`src/rtl/lap3_pkg.sv`:
```
package lap3_pkg;

    // Fixed field widths of the stream and configuration ports.
    localparam int unsigned CHAN_W    = 8;
    localparam int unsigned DATA_W    = 3 * CHAN_W;
    localparam int unsigned CFG_W     = 12;
    localparam int unsigned CFG_IDX_W = 4;

    // Default frame store limits for the top level parameters.
    localparam int unsigned DEF_MAX_WIDTH  = 2048;
    localparam int unsigned DEF_MAX_HEIGHT = 2048;

    // Register values after reset.
    localparam logic [CFG_W-1:0] RST_FRAME_WIDTH  = CFG_W'(640);
    localparam logic [CFG_W-1:0] RST_FRAME_HEIGHT = CFG_W'(480);

    // Configuration register indexes.
    typedef enum logic [CFG_IDX_W-1:0] {
        REG_FRAME_WIDTH  = CFG_IDX_W'(0),
        REG_FRAME_HEIGHT = CFG_IDX_W'(1)
    } cfg_reg_t;

    // Meaning of the input request's tuser bit.
    localparam logic ACT_PIXEL = 1'b0;
    localparam logic ACT_FLUSH = 1'b1;

    // One RGB pixel, red in the lowest bits.
    typedef struct packed {
        logic [CHAN_W-1:0] blue;
        logic [CHAN_W-1:0] green;
        logic [CHAN_W-1:0] red;
    } pixel_t;

    // Per-result neighbourhood control handed from the sequencer to the kernel.
    typedef struct packed {
        logic par;         // row parity of the centre pixel, selects the line store
        logic up_en;       // upper neighbour lies inside the frame
        logic dn_en;       // lower neighbour lies inside the frame
        logic lf_en;       // left neighbour lies inside the frame
        logic rt_en;       // right neighbour lies inside the frame
        logic fwd_centre;  // centre pixel is the one arriving with this request
        logic fwd_right;   // right neighbour is the one arriving with this request
        logic last;        // result belongs to the final pixel of the frame
    } win_ctl_t;

endpackage

```
`src/rtl/lap3_kernel.sv`:
```
module lap3_kernel (
    input  lap3_pkg::win_ctl_t ctl,
    input  lap3_pkg::pixel_t   in_pix,
    input  lap3_pkg::pixel_t   even_a,
    input  lap3_pkg::pixel_t   even_b,
    input  lap3_pkg::pixel_t   odd_a,
    input  lap3_pkg::pixel_t   odd_b,
    input  lap3_pkg::pixel_t   left_pix,
    output lap3_pkg::pixel_t   result,
    output lap3_pkg::pixel_t   centre_pix
);
    import lap3_pkg::*;

    // Four neighbours minus four times the centre, clamped to the channel range.
    function automatic logic [CHAN_W-1:0] lap_chan(
        input logic [CHAN_W-1:0] c,
        input logic [CHAN_W-1:0] u,
        input logic [CHAN_W-1:0] d,
        input logic [CHAN_W-1:0] l,
        input logic [CHAN_W-1:0] r
    );
        logic [CHAN_W+1:0] nsum;
        logic [CHAN_W+1:0] c4;
        logic [CHAN_W+1:0] diff;
        nsum = {2'b00, u} + {2'b00, d} + {2'b00, l} + {2'b00, r};
        c4   = {c, 2'b00};
        diff = nsum - c4;
        if (nsum < c4) begin
            return '0;
        end else if (diff[CHAN_W+1:CHAN_W] != 2'b00) begin
            return '1;
        end
        return diff[CHAN_W-1:0];
    endfunction

    pixel_t centre;
    pixel_t up_m;
    pixel_t dn_m;
    pixel_t lf_m;
    pixel_t rt_m;
    pixel_t right;

    always_comb begin
        centre = ctl.fwd_centre ? in_pix : (ctl.par ? odd_a : even_a);
        right  = ctl.fwd_right  ? in_pix : (ctl.par ? odd_b : even_b);
        up_m   = ctl.up_en ? (ctl.par ? even_a : odd_a) : '0;
        dn_m   = ctl.dn_en ? in_pix   : '0;
        lf_m   = ctl.lf_en ? left_pix : '0;
        rt_m   = ctl.rt_en ? right    : '0;
    end

    assign result.red   = lap_chan(centre.red,   up_m.red,   dn_m.red,   lf_m.red,   rt_m.red);
    assign result.green = lap_chan(centre.green, up_m.green, dn_m.green, lf_m.green,
                                   rt_m.green);
    assign result.blue  = lap_chan(centre.blue,  up_m.blue,  dn_m.blue,  lf_m.blue,  rt_m.blue);
    assign centre_pix   = centre;

endmodule

```
`config.mk`:
```
export PLATFORM = sky130hd
export DESIGN_NAME = lap3_kernel
export DESIGN_NICKNAME = d
export VERILOG_FILES = /design/src/rtl/lap3_pkg.sv /design/src/rtl/lap3_kernel.sv
export SDC_FILE = /design/constraint.sdc
export NUM_CORES = 1
export LEC_CHECK = 0
export BUFFER_PORTS_ARGS = -buffer_cell sky130_fd_sc_hd__buf_2
export CORE_MARGIN = 2
export CORE_UTILIZATION = 32
export DETAILED_ROUTE_END_ITERATION = 7
export GPL_ROUTABILITY_DRIVEN = 0
export SLEW_MARGIN = 20
export SYNTH_ARGS = -nofsm -noshare
export SYNTH_HDL_FRONTEND = slang
export SYNTH_SLANG_ARGS = --single-unit
```
`constraint.sdc`:
```
create_clock -name vclk -period 16.4
set_input_delay 0.82 -clock vclk [all_inputs]
set_output_delay 0.82 -clock vclk [all_outputs]
set_load 0.03 [all_outputs]
```
==> impl_results.md, run 1 <==
- CP arrival: 6.77 ns
- Cell area after synthesis: approximately 5200 sq um
- Post-DP HPWL: ~12 mm
- Initial Util: 0.326
- Delay-heaviest family, CP: adder cells
- Minimum clock period after layout: roughly 7.6 ns
- Switch share: 0.603
- Req. time, crit path: 15.58 ns
- Post-Place Cell Area: about 6300 sq um
- DRC violations left: 0
- Number of global-route vias before repair: 4,789
- # IOs: 200
- Worst-margin pin slew: 0.836 ns
- Initial drt markers: between 150 and 200
- Max_cap viols: 0
- Switching component of the power: ~370 uW
- DR WL/cell: 13.2 um
- All-Layer GR Usage: 0.164
- Gr ovfl total: 0
- Critical-path top delay cell: buf_4
- Synth-to-Final Area Change: 22.7%
- Leak: between 0.003 and 0.004 uW
- Peak supply drop: between 0.09 and 0.1 mV
- Outcome: finished clean
- Final worst path period share: 0.463
- Setup WS pre-CTS: 8.75 ns
- Placed Instances: 1,093
- Core area: roughly 16,000 sq um
- Most frequent cells in the layout: 198 x buf_2, 114 x inv_1, 96 x nand2_1
- First-pass GRT wire length: between 20 and 25 mm
- Critical path startpoint category: primary input
- Multiplexer share of the synthesized area: 0.150
- Critical Path End Type: output pin
- Final instance area: ~6300 sq um
- Finish-stage setup viols: 0
- Slew headroom: 0.443
- Adder-Cell Fraction of Synth Area: 0.321
- Post-CTS Hold Buffers: 0
- CP Depth: 21
- Clock power frac: 0
- Post-cts gate resize count: 0
- Sequential cells: 0
- Antenna Nets Post-Route: 0
- Worst path bufs/invs: 4
- Peak fanout along the critical path: 38
- Routed WL: 14.4 mm
- XOR/XNOR share of the synthesized area: 0.0492
- Internal power: 246 uW
- Largest family of logic cells by synthesized area: adder cells
- Crit path launch: ctl[7]
- Hold slack: ~2.1 ns
- Final Hold Viols: 0
- Seq. cell area: 0 sq um
- Max Clock Freq: approximately 130 MHz
- Multi-input gate area: about 4600 sq um
- Post-synthesis simple-gate area fraction: 0.200
- Largest net degree at the start of global routing: 49
- Critical-path cell list: buf_4, buf_4, mux2_2, nand2_1, fa_1, fa_1, inv_1, ha_1, fa_1, a21o_1, a21oi_1, o21bai_1, a21oi_1, xnor2_1, ha_1, and3_2, a221o_1, xor2_1, a311oi_4, mux2i_1, buf_2
- Power Density: 97.9 nW/um^2
- Mean post-synth cell area: 7.35 sq um
- Port bufs: a little under 200
- Mapped Cells: about 700
- Share of layout cells above drive strength 1: 0.245
- Rows: 46
- Complex-gate fraction of the synthesized area: 0.175
- Post-CTS Setup Inserts: 0
- Crit Path Category: primary input to output pin
- Fillcell total: 1,732
- Initial antenna violation count: 0
- Fin nets: around 1,100
- Die height: between 100 and 150 um
- Via/cell ratio: 4.59
- First-pass iteration count of the detailed router: 4
- Most frequent CP cell: fa_1
- Finished Layout Cells: about 1,100
- Antenna diode count: 0
- Setup TNS Final: 0 ns
- Seq pwr share: 0
- Syn nets: between 900 and 1,000
- Sequential area share after synthesis: 0
- Worst hold-check path type: primary input to output pin
- Final-layout clock buffer total: 0
- Via count: 5,019
- RSZ-0062 raised after global routing: no
- Die width: approximately 130 um
- Gate power share: 1.000
- Delay of the slowest critical-path stage: 0.61 ns
- Commonest non-fill, non-tap cell in the layout: buf_2
- Max-slew violations: 0
- Cell variety after synth: 41
- Die ar.: between 15,000 and 20,000 sq um
- PnR worst setup slack: 8.81 ns
- Yosys Warn Count: 0
- CP endpoint: result[15]
stage by stage:
| step | total power, uW | util |
|---|---|---|
| final | 621 | 0.400 |
| after global routing | 701 | 0.400 |
| after CTS | 628 | 0.400 |
| after detailed placement | 625 | 0.400 |
| after global placement | 621 | 0.400 |
| after floorplan | 486 | - |
cell usage after synthesis (19+ instances only):
cell | n | area share
mux2i_1 | 74 | 0.14
fa_1 | 51 | 0.20
nor2b_1 | 28 | 0.034
a21oi_1 | 36 | 0.035
o21a_1 | 31 | 0.045
nand2_1 | 96 | 0.070
inv_1 | 114 | 0.083
xnor2_1 | 19 | 0.032
and2_1 | 46 | 0.056
nor2_1 | 27 | 0.020
ha_1 | 51 | 0.12
o21ai_0 | 44 | 0.043
power by group through the flow:
stage,clock network (uW),registers (uW),logic [uW]
6_report,0,0,621
3_3_place_gp,0,0,621
3_5_place_dp,0,0,625
2_1_floorplan,0,0,486
5_1_grt,0,0,701
4_1_cts,0,0,628
cell type report:
| type | instances | share of cell area |
|---|---|---|
| inverter | 114 | 0.0675 |
| multi-input combinational | 562 | 0.730 |
| tap | 216 | 0.0426 |
| timing repair buffer | 201 | 0.160 |
routing by layer:
layer	track usage	wire, um	up-vias
li1	-	-	2632
met1	0.227	6910	2272
met2	0.302	6940	113
met3	0.00489	558	2
met4	0.00375	26	0
met5	0	0	-
kinds of logic after synthesis:
family	Yosys count
buf+inv	141
compound gates	140
mux	77
xor+xnor	29
simple gates	214
fa+ha+maj	102
worst min path at each step:
stage	endpoint	start	slack, ns	depth (start not counted)
final	centre_pix[19]	in_pix[19]	2.14	5
after global routing	centre_pix[6]	in_pix[6]	2.17	5
after CTS	centre_pix[5]	in_pix[5]	2.14	5
after detailed placement	centre_pix[5]	in_pix[5]	2.14	5
after global placement	centre_pix[5]	in_pix[5]	2.14	5
after floorplan	centre_pix[3]	in_pix[3]	1.93	3
No activity file was read; power rests on OpenSTA's default activity.
==> run 2: changes to the inputs <==
clock period = 6.1 ns   (was 16.4 ns; I/O delays follow)
==> run 2 against run 1 <==
Die area is the same. Critical path depth shrank 1. Hold slack lost 1.0 ns. Total power grew to 2.7 times the previous value. Core utilization grew 0.38 points. Flip-flop and latch count is the same. First-iteration DRC count shrank 3.2%. Critical endpoint is now result[13]. Largest cell class unchanged.
==> impl_results.md, run 2 (synthesis results as in run 1) <==
- Via count: 5,083 (+1.3%)
- Max_cap viols: 0 (unchanged)
- RSZ-0062 raised after global routing: no
- Port bufs: 199 (unchanged)
- Setup TNS Final: 0 ns (unchanged)
- Hold slack: 1.09 ns (-1.05 ns)
- Initial antenna violation count: 1 (+1)
- Rows: 46 (unchanged)
- Max Clock Freq: 176 MHz
- Largest net degree at the start of global routing: 32 (-35%)
- First-pass iteration count of the detailed router: 4 (unchanged)
- Post-CTS Setup Inserts: 0 (unchanged)
- Slew headroom: 0.601 (+0.159)
- Critical path startpoint category: primary input
- Delay of the slowest critical-path stage: 0.53 ns (-0.08 ns)
- First-pass GRT wire length: 23.2 mm (+1.6%)
- Post-cts gate resize count: 0 (unchanged)
- Die height: 131 um (unchanged)
- Critical-path top delay cell: fa_1
- Most frequent cells in the layout: 198 x buf_2, 114 x inv_1, 96 x nand2_1
- Share of layout cells above drive strength 1: 0.250 (+0.00513)
- Req. time, crit path: 5.79 ns (-9.79 ns)
- Critical-path cell list: buf_2, nor2b_1, fa_1, inv_1, fa_1, inv_1, ha_1, fa_1, a21o_1, a21oi_1, o21bai_1, a21oi_1, xnor2_1, ha_1, and3_2, a221o_1, xor2_1, a311oi_4, mux2i_1, buf_2
- Worst hold-check path type: primary input to output pin
- Minimum clock period after layout: between 5 and 6 ns
- Routed WL: 14.6 mm (+1.4%)
- Initial Util: 0.326 (unchanged)
- Seq. cell area: 0 sq um (unchanged)
- Gr ovfl total: 0 (unchanged)
- Outcome: finished clean
- Fin nets: 1,139 (+0.53%)
- Peak fanout along the critical path: 24 (-37%)
- Leak: 0.00362 uW (+0.93%)
- Final worst path period share: 0.930
- DRC violations left: 0 (unchanged)
- Final Hold Viols: 0 (unchanged)
- Most frequent CP cell: fa_1
- Die ar.: 17,200 sq um (unchanged)
- Final-layout clock buffer total: 0 (unchanged)
- Power Density: 263 nW/um^2 (+170%)
- Initial drt markers: 151 (-3.2%)
- HP Start: in_pix[5]
- Commonest non-fill, non-tap cell in the layout: buf_2
- Number of global-route vias before repair: 4,816 (+0.56%)
- Max-slew violations: 0 (unchanged)
- Peak supply drop: 0.244 mV (+170%)
- Antenna Nets Post-Route: 0 (unchanged)
- Die width: 131 um (unchanged)
- Synth-to-Final Area Change: 23.9%
- Finish-stage setup viols: 0 (unchanged)
- Post-DP HPWL: 12.8 mm (+5.6%)
- WHS Path Cells: 5 (unchanged)
- Crit path launch: ctl[6]
- Post-CTS Hold Buffers: 0 (unchanged)
- Sequential cells: 0 (unchanged)
- Crit Path Category: primary input to output pin
- CP arrival: 5.37 ns (-1.40 ns)
- Core area: 15,800 sq um (unchanged)
- Via/cell ratio: 4.62 (+0.63%)
- # IOs: 200 (unchanged)
- DR WL/cell: 13.3 um (+0.79%)
- Worst-margin pin slew: 0.598 ns (-0.238 ns)
- All-Layer GR Usage: 0.167 (+0.00252)
- Critical Path End Type: output pin
==> run 2: area by class of cell <==
class / count / area (sq um)
Tap cell: 216 / 270
Timing Repair Buffer: 207 / 1070
Fill cell: 1729 / 9430
Inverter: 114 / 428
Multi-Input combinational cell: 562 / 4630
Antenna cell: 1 / 2.50
==> run 2: per-stage QoR <==
step	setup slack, ns	power [uW]	util	instances	cell area [sq um]
final	0.427	1680	0.404	1100	6400
after global routing	0.184	1890	0.404	1100	6400
after CTS	0.413	1700	0.404	1099	6390
after detailed placement	0.416	1690	0.404	1099	6390
after global placement	0.452	1680	0.404	1099	6390
after floorplan	-0.0139	1310	-	703	5160
==> run 2: critical path: cells and delay by family <==
kind            cells  cell delay (ns)
fa+ha+maj           5             1.98
compound gates      6             1.49
buf+inv             4             0.58
xor+xnor            2             0.34
mux                 1             0.24
simple gates        2             0.42
==> run 2: routing by layer <==
metal  track usage  up-vias  wire [um]
met2         0.290      133       6680
li1              -     2644          -
met3       0.00692        8        675
met1         0.238     2298       7170
met5             0        -          0
met4        0.0144        0        127
==> run 2: report_power, final <==
part / total [uW] / internal (uW) / switching (uW)
Combinational: 1680 / 668 / 1010
Sequential: 0 / 0 / 0
Clock: 0.0000219 / 0.0000219 / 0
==> run 2: final timing paths <==
path / slack, ns / endpoint
setup / recovery: 0.43 / result[13]
hold / removal: 1.09 / centre_pix[5]
==> run 3: changes to the inputs <==
CORE_UTILIZATION = 47   (was 32)
PLACE_DENSITY = 0.8   (was not set)
==> run 3 against run 2 <==
Wire length fell by 4.9%. Total power fell by 0.54%. First-iteration DRC count is 1.3% higher. Non-clock buffer count shrank 1. Final area decreased by 1.6%. Die area decreased by 31%. Core utilization is 18 points higher. Count of clock-buffer cells in the layout unchanged. Via count is 3.8% higher.
==> impl_results.md, run 3 (synthesis results as in run 1) <==
- Share of layout cells above drive strength 1: 0.249 (-0.000850)
- Post-CTS Hold Buffers: 0 (unchanged)
- Minimum clock period after layout: 5.73 ns (+0.0602 ns)
- Critical path startpoint category: primary input
- Worst hold-check path type: primary input to output pin
- Post-CTS Setup Inserts: 0 (unchanged)
- PnR worst setup slack: 0.367 ns (-0.0602 ns)
- Req. time, crit path: 5.79 ns (about the same)
- Slew headroom: 0.484 (-0.117)
- Antenna Nets Post-Route: 0 (unchanged)
- Critical-path cell list: buf_4, mux2i_1, nor2b_1, fa_1, inv_1, fa_1, inv_1, ha_1, fa_1, a21o_1, a21oi_1, o21bai_1, a21oi_1, xnor2_1, ha_1, and3_2, a221o_1, xor2_1, a311oi_4, mux2i_1, buf_2
- Via/cell ratio: 5.16 (+12%)
- Critical Path End Type: output pin
- Max_cap viols: 0 (unchanged)
- Multi-input gate area: 4630 sq um (unchanged)
- Peak fanout along the critical path: 15 (-38%)
- Die width: 109 um (-17%)
- Setup TNS Final: 0 ns (unchanged)
- Rows: 38 (-17%)
- Final worst path period share: 0.940 (+0.00988)
- Post-DP HPWL: 11.9 mm (-6.6%)
- Initial Util: 0.479 (+0.152)
- M1 GR Usage: 0.285 (+0.0473)
- Sequential cells: 0 (unchanged)
- Synth-to-Final Area Change: 21.8%
- Max Clock Freq: 174 MHz (-1.1%)
- Most frequent cells in the layout: 198 x buf_2, 114 x inv_1, 96 x nand2_1
- Via count: 5,275 (+3.8%)
- Gr ovfl total: 0 (unchanged)
- Die ar.: 11,800 sq um (-31%)
- Worst min-delay path endpoint: centre_pix[2]
- Met2 Usage GRT: 0.451 (+0.161)
- Post-Place Cell Area: 6290 sq um (-1.6%)
- Setup WS pre-CTS: 0.292 ns (-0.123 ns)
- Routed WL: 13.9 mm (-4.9%)
- Most frequent CP cell: fa_1
- Port bufs: 199 (unchanged)
- Fillcell total: 1,036 (-40%)
- Peak supply drop: 0.189 mV (-23%)
- Initial drt markers: 153 (+1.3%)
- Largest net degree at the start of global routing: 47 (+47%)
- Max-slew violations: 0 (unchanged)
- Layer with the highest usage: met2
- Outcome: finished clean
- Commonest non-fill, non-tap cell in the layout: buf_2
- Final instance area: 6290 sq um (-1.6%)
- Met3 usage: 0.0185 (+0.0116)
- RSZ-0062 raised after global routing: no
- Core area: 10,800 sq um (-32%)
- WHS Path Cells: 5 (unchanged)
- Die height: 109 um (-17%)
- Final-layout clock buffer total: 0 (unchanged)
- All-Layer GR Usage: 0.235 (+0.0681)
- Finish-stage setup viols: 0 (unchanged)
- First-pass GRT wire length: 22.8 mm (-2.0%)
- CP arrival: 5.43 ns (+0.06 ns)
- Number of global-route vias before repair: 5,152 (+7.0%)
- Antenna diode count: 0 (-1)
- Leak: 0.00362 uW (-0.14%)
- Worst-margin pin slew: 0.774 ns (+0.176 ns)
- HP Start: in_pix[2]
- DR WL/cell: 13.6 um (+2.4%)
- DRC violations left: 0 (unchanged)
- Critical-path top delay cell: fa_1
- Delay of the slowest critical-path stage: 0.54 ns (about the same)
- Seq. cell area: 0 sq um (unchanged)
- Post-cts gate resize count: 0 (unchanged)
- Final Hold Viols: 0 (unchanged)
- # IOs: 200 (unchanged)
- Fin nets: 1,138 (-0.088%)
- First-pass iteration count of the detailed router: 6 (+2)
- Hold slack: 1.10 ns (+0.0163 ns)
- Initial antenna violation count: 2 (+1)
- Crit Path Category: primary input to output pin
- Power Density: 266 nW/um^2 (+1.1%)
-- run 3: layout make-up --
| type | instances | share of cell area |
|---|---|---|
| timing repair buffer | 206 | 0.169 |
| tap | 140 | 0.0278 |
| inverter | 114 | 0.0680 |
| multi-input combinational | 562 | 0.735 |
-- run 3: worst max-delay path by stage --
stage	endpoint	cells after the start	from	slack [ns]
2_1_floorplan	result[12]	21	ctl[7]	-0.01
3_3_place_gp	result[15]	21	ctl[7]	0.44
3_5_place_dp	result[15]	21	ctl[7]	0.29
4_1_cts	result[15]	21	ctl[7]	0.28
5_1_grt	result[15]	21	ctl[7]	0.03
6_report	result[15]	21	ctl[7]	0.37
-- run 3: per-layer routing --
layer  share of wire  vias up  routed length [um]
met3           0.064       16                 891
met4           0.016        2                 216
met5         0.00093        -                  13
met2            0.52      167                7220
li1                -     2648                   -
met1            0.40     2442                5590
-- run 3: critical path: cells and delay by family --
family	cells	cell delay (ns)
adders and majority gates	5	1.99
AOI/OAI and AO/OA	6	1.45
buffers and inverters	4	0.56
muxes	2	0.48
xor gates and xnor gates	2	0.34
and+or+nand+nor	2	0.28
-- run 3: through the flow --
step / total power [uW] / cells / utilization
after floorplan: 1310 / 703 / -
after global placement: 1640 / 1022 / 0.583
after detailed placement: 1670 / 1022 / 0.583
after CTS: 1680 / 1022 / 0.583
after global routing: 1860 / 1022 / 0.583
final: 1670 / 1022 / 0.583
-- run 3: power by group --
part	internal (uW)	switching (uW)	total, uW
clock	0	0	0
combinational	670	1000	1670
sequential	0	0	0
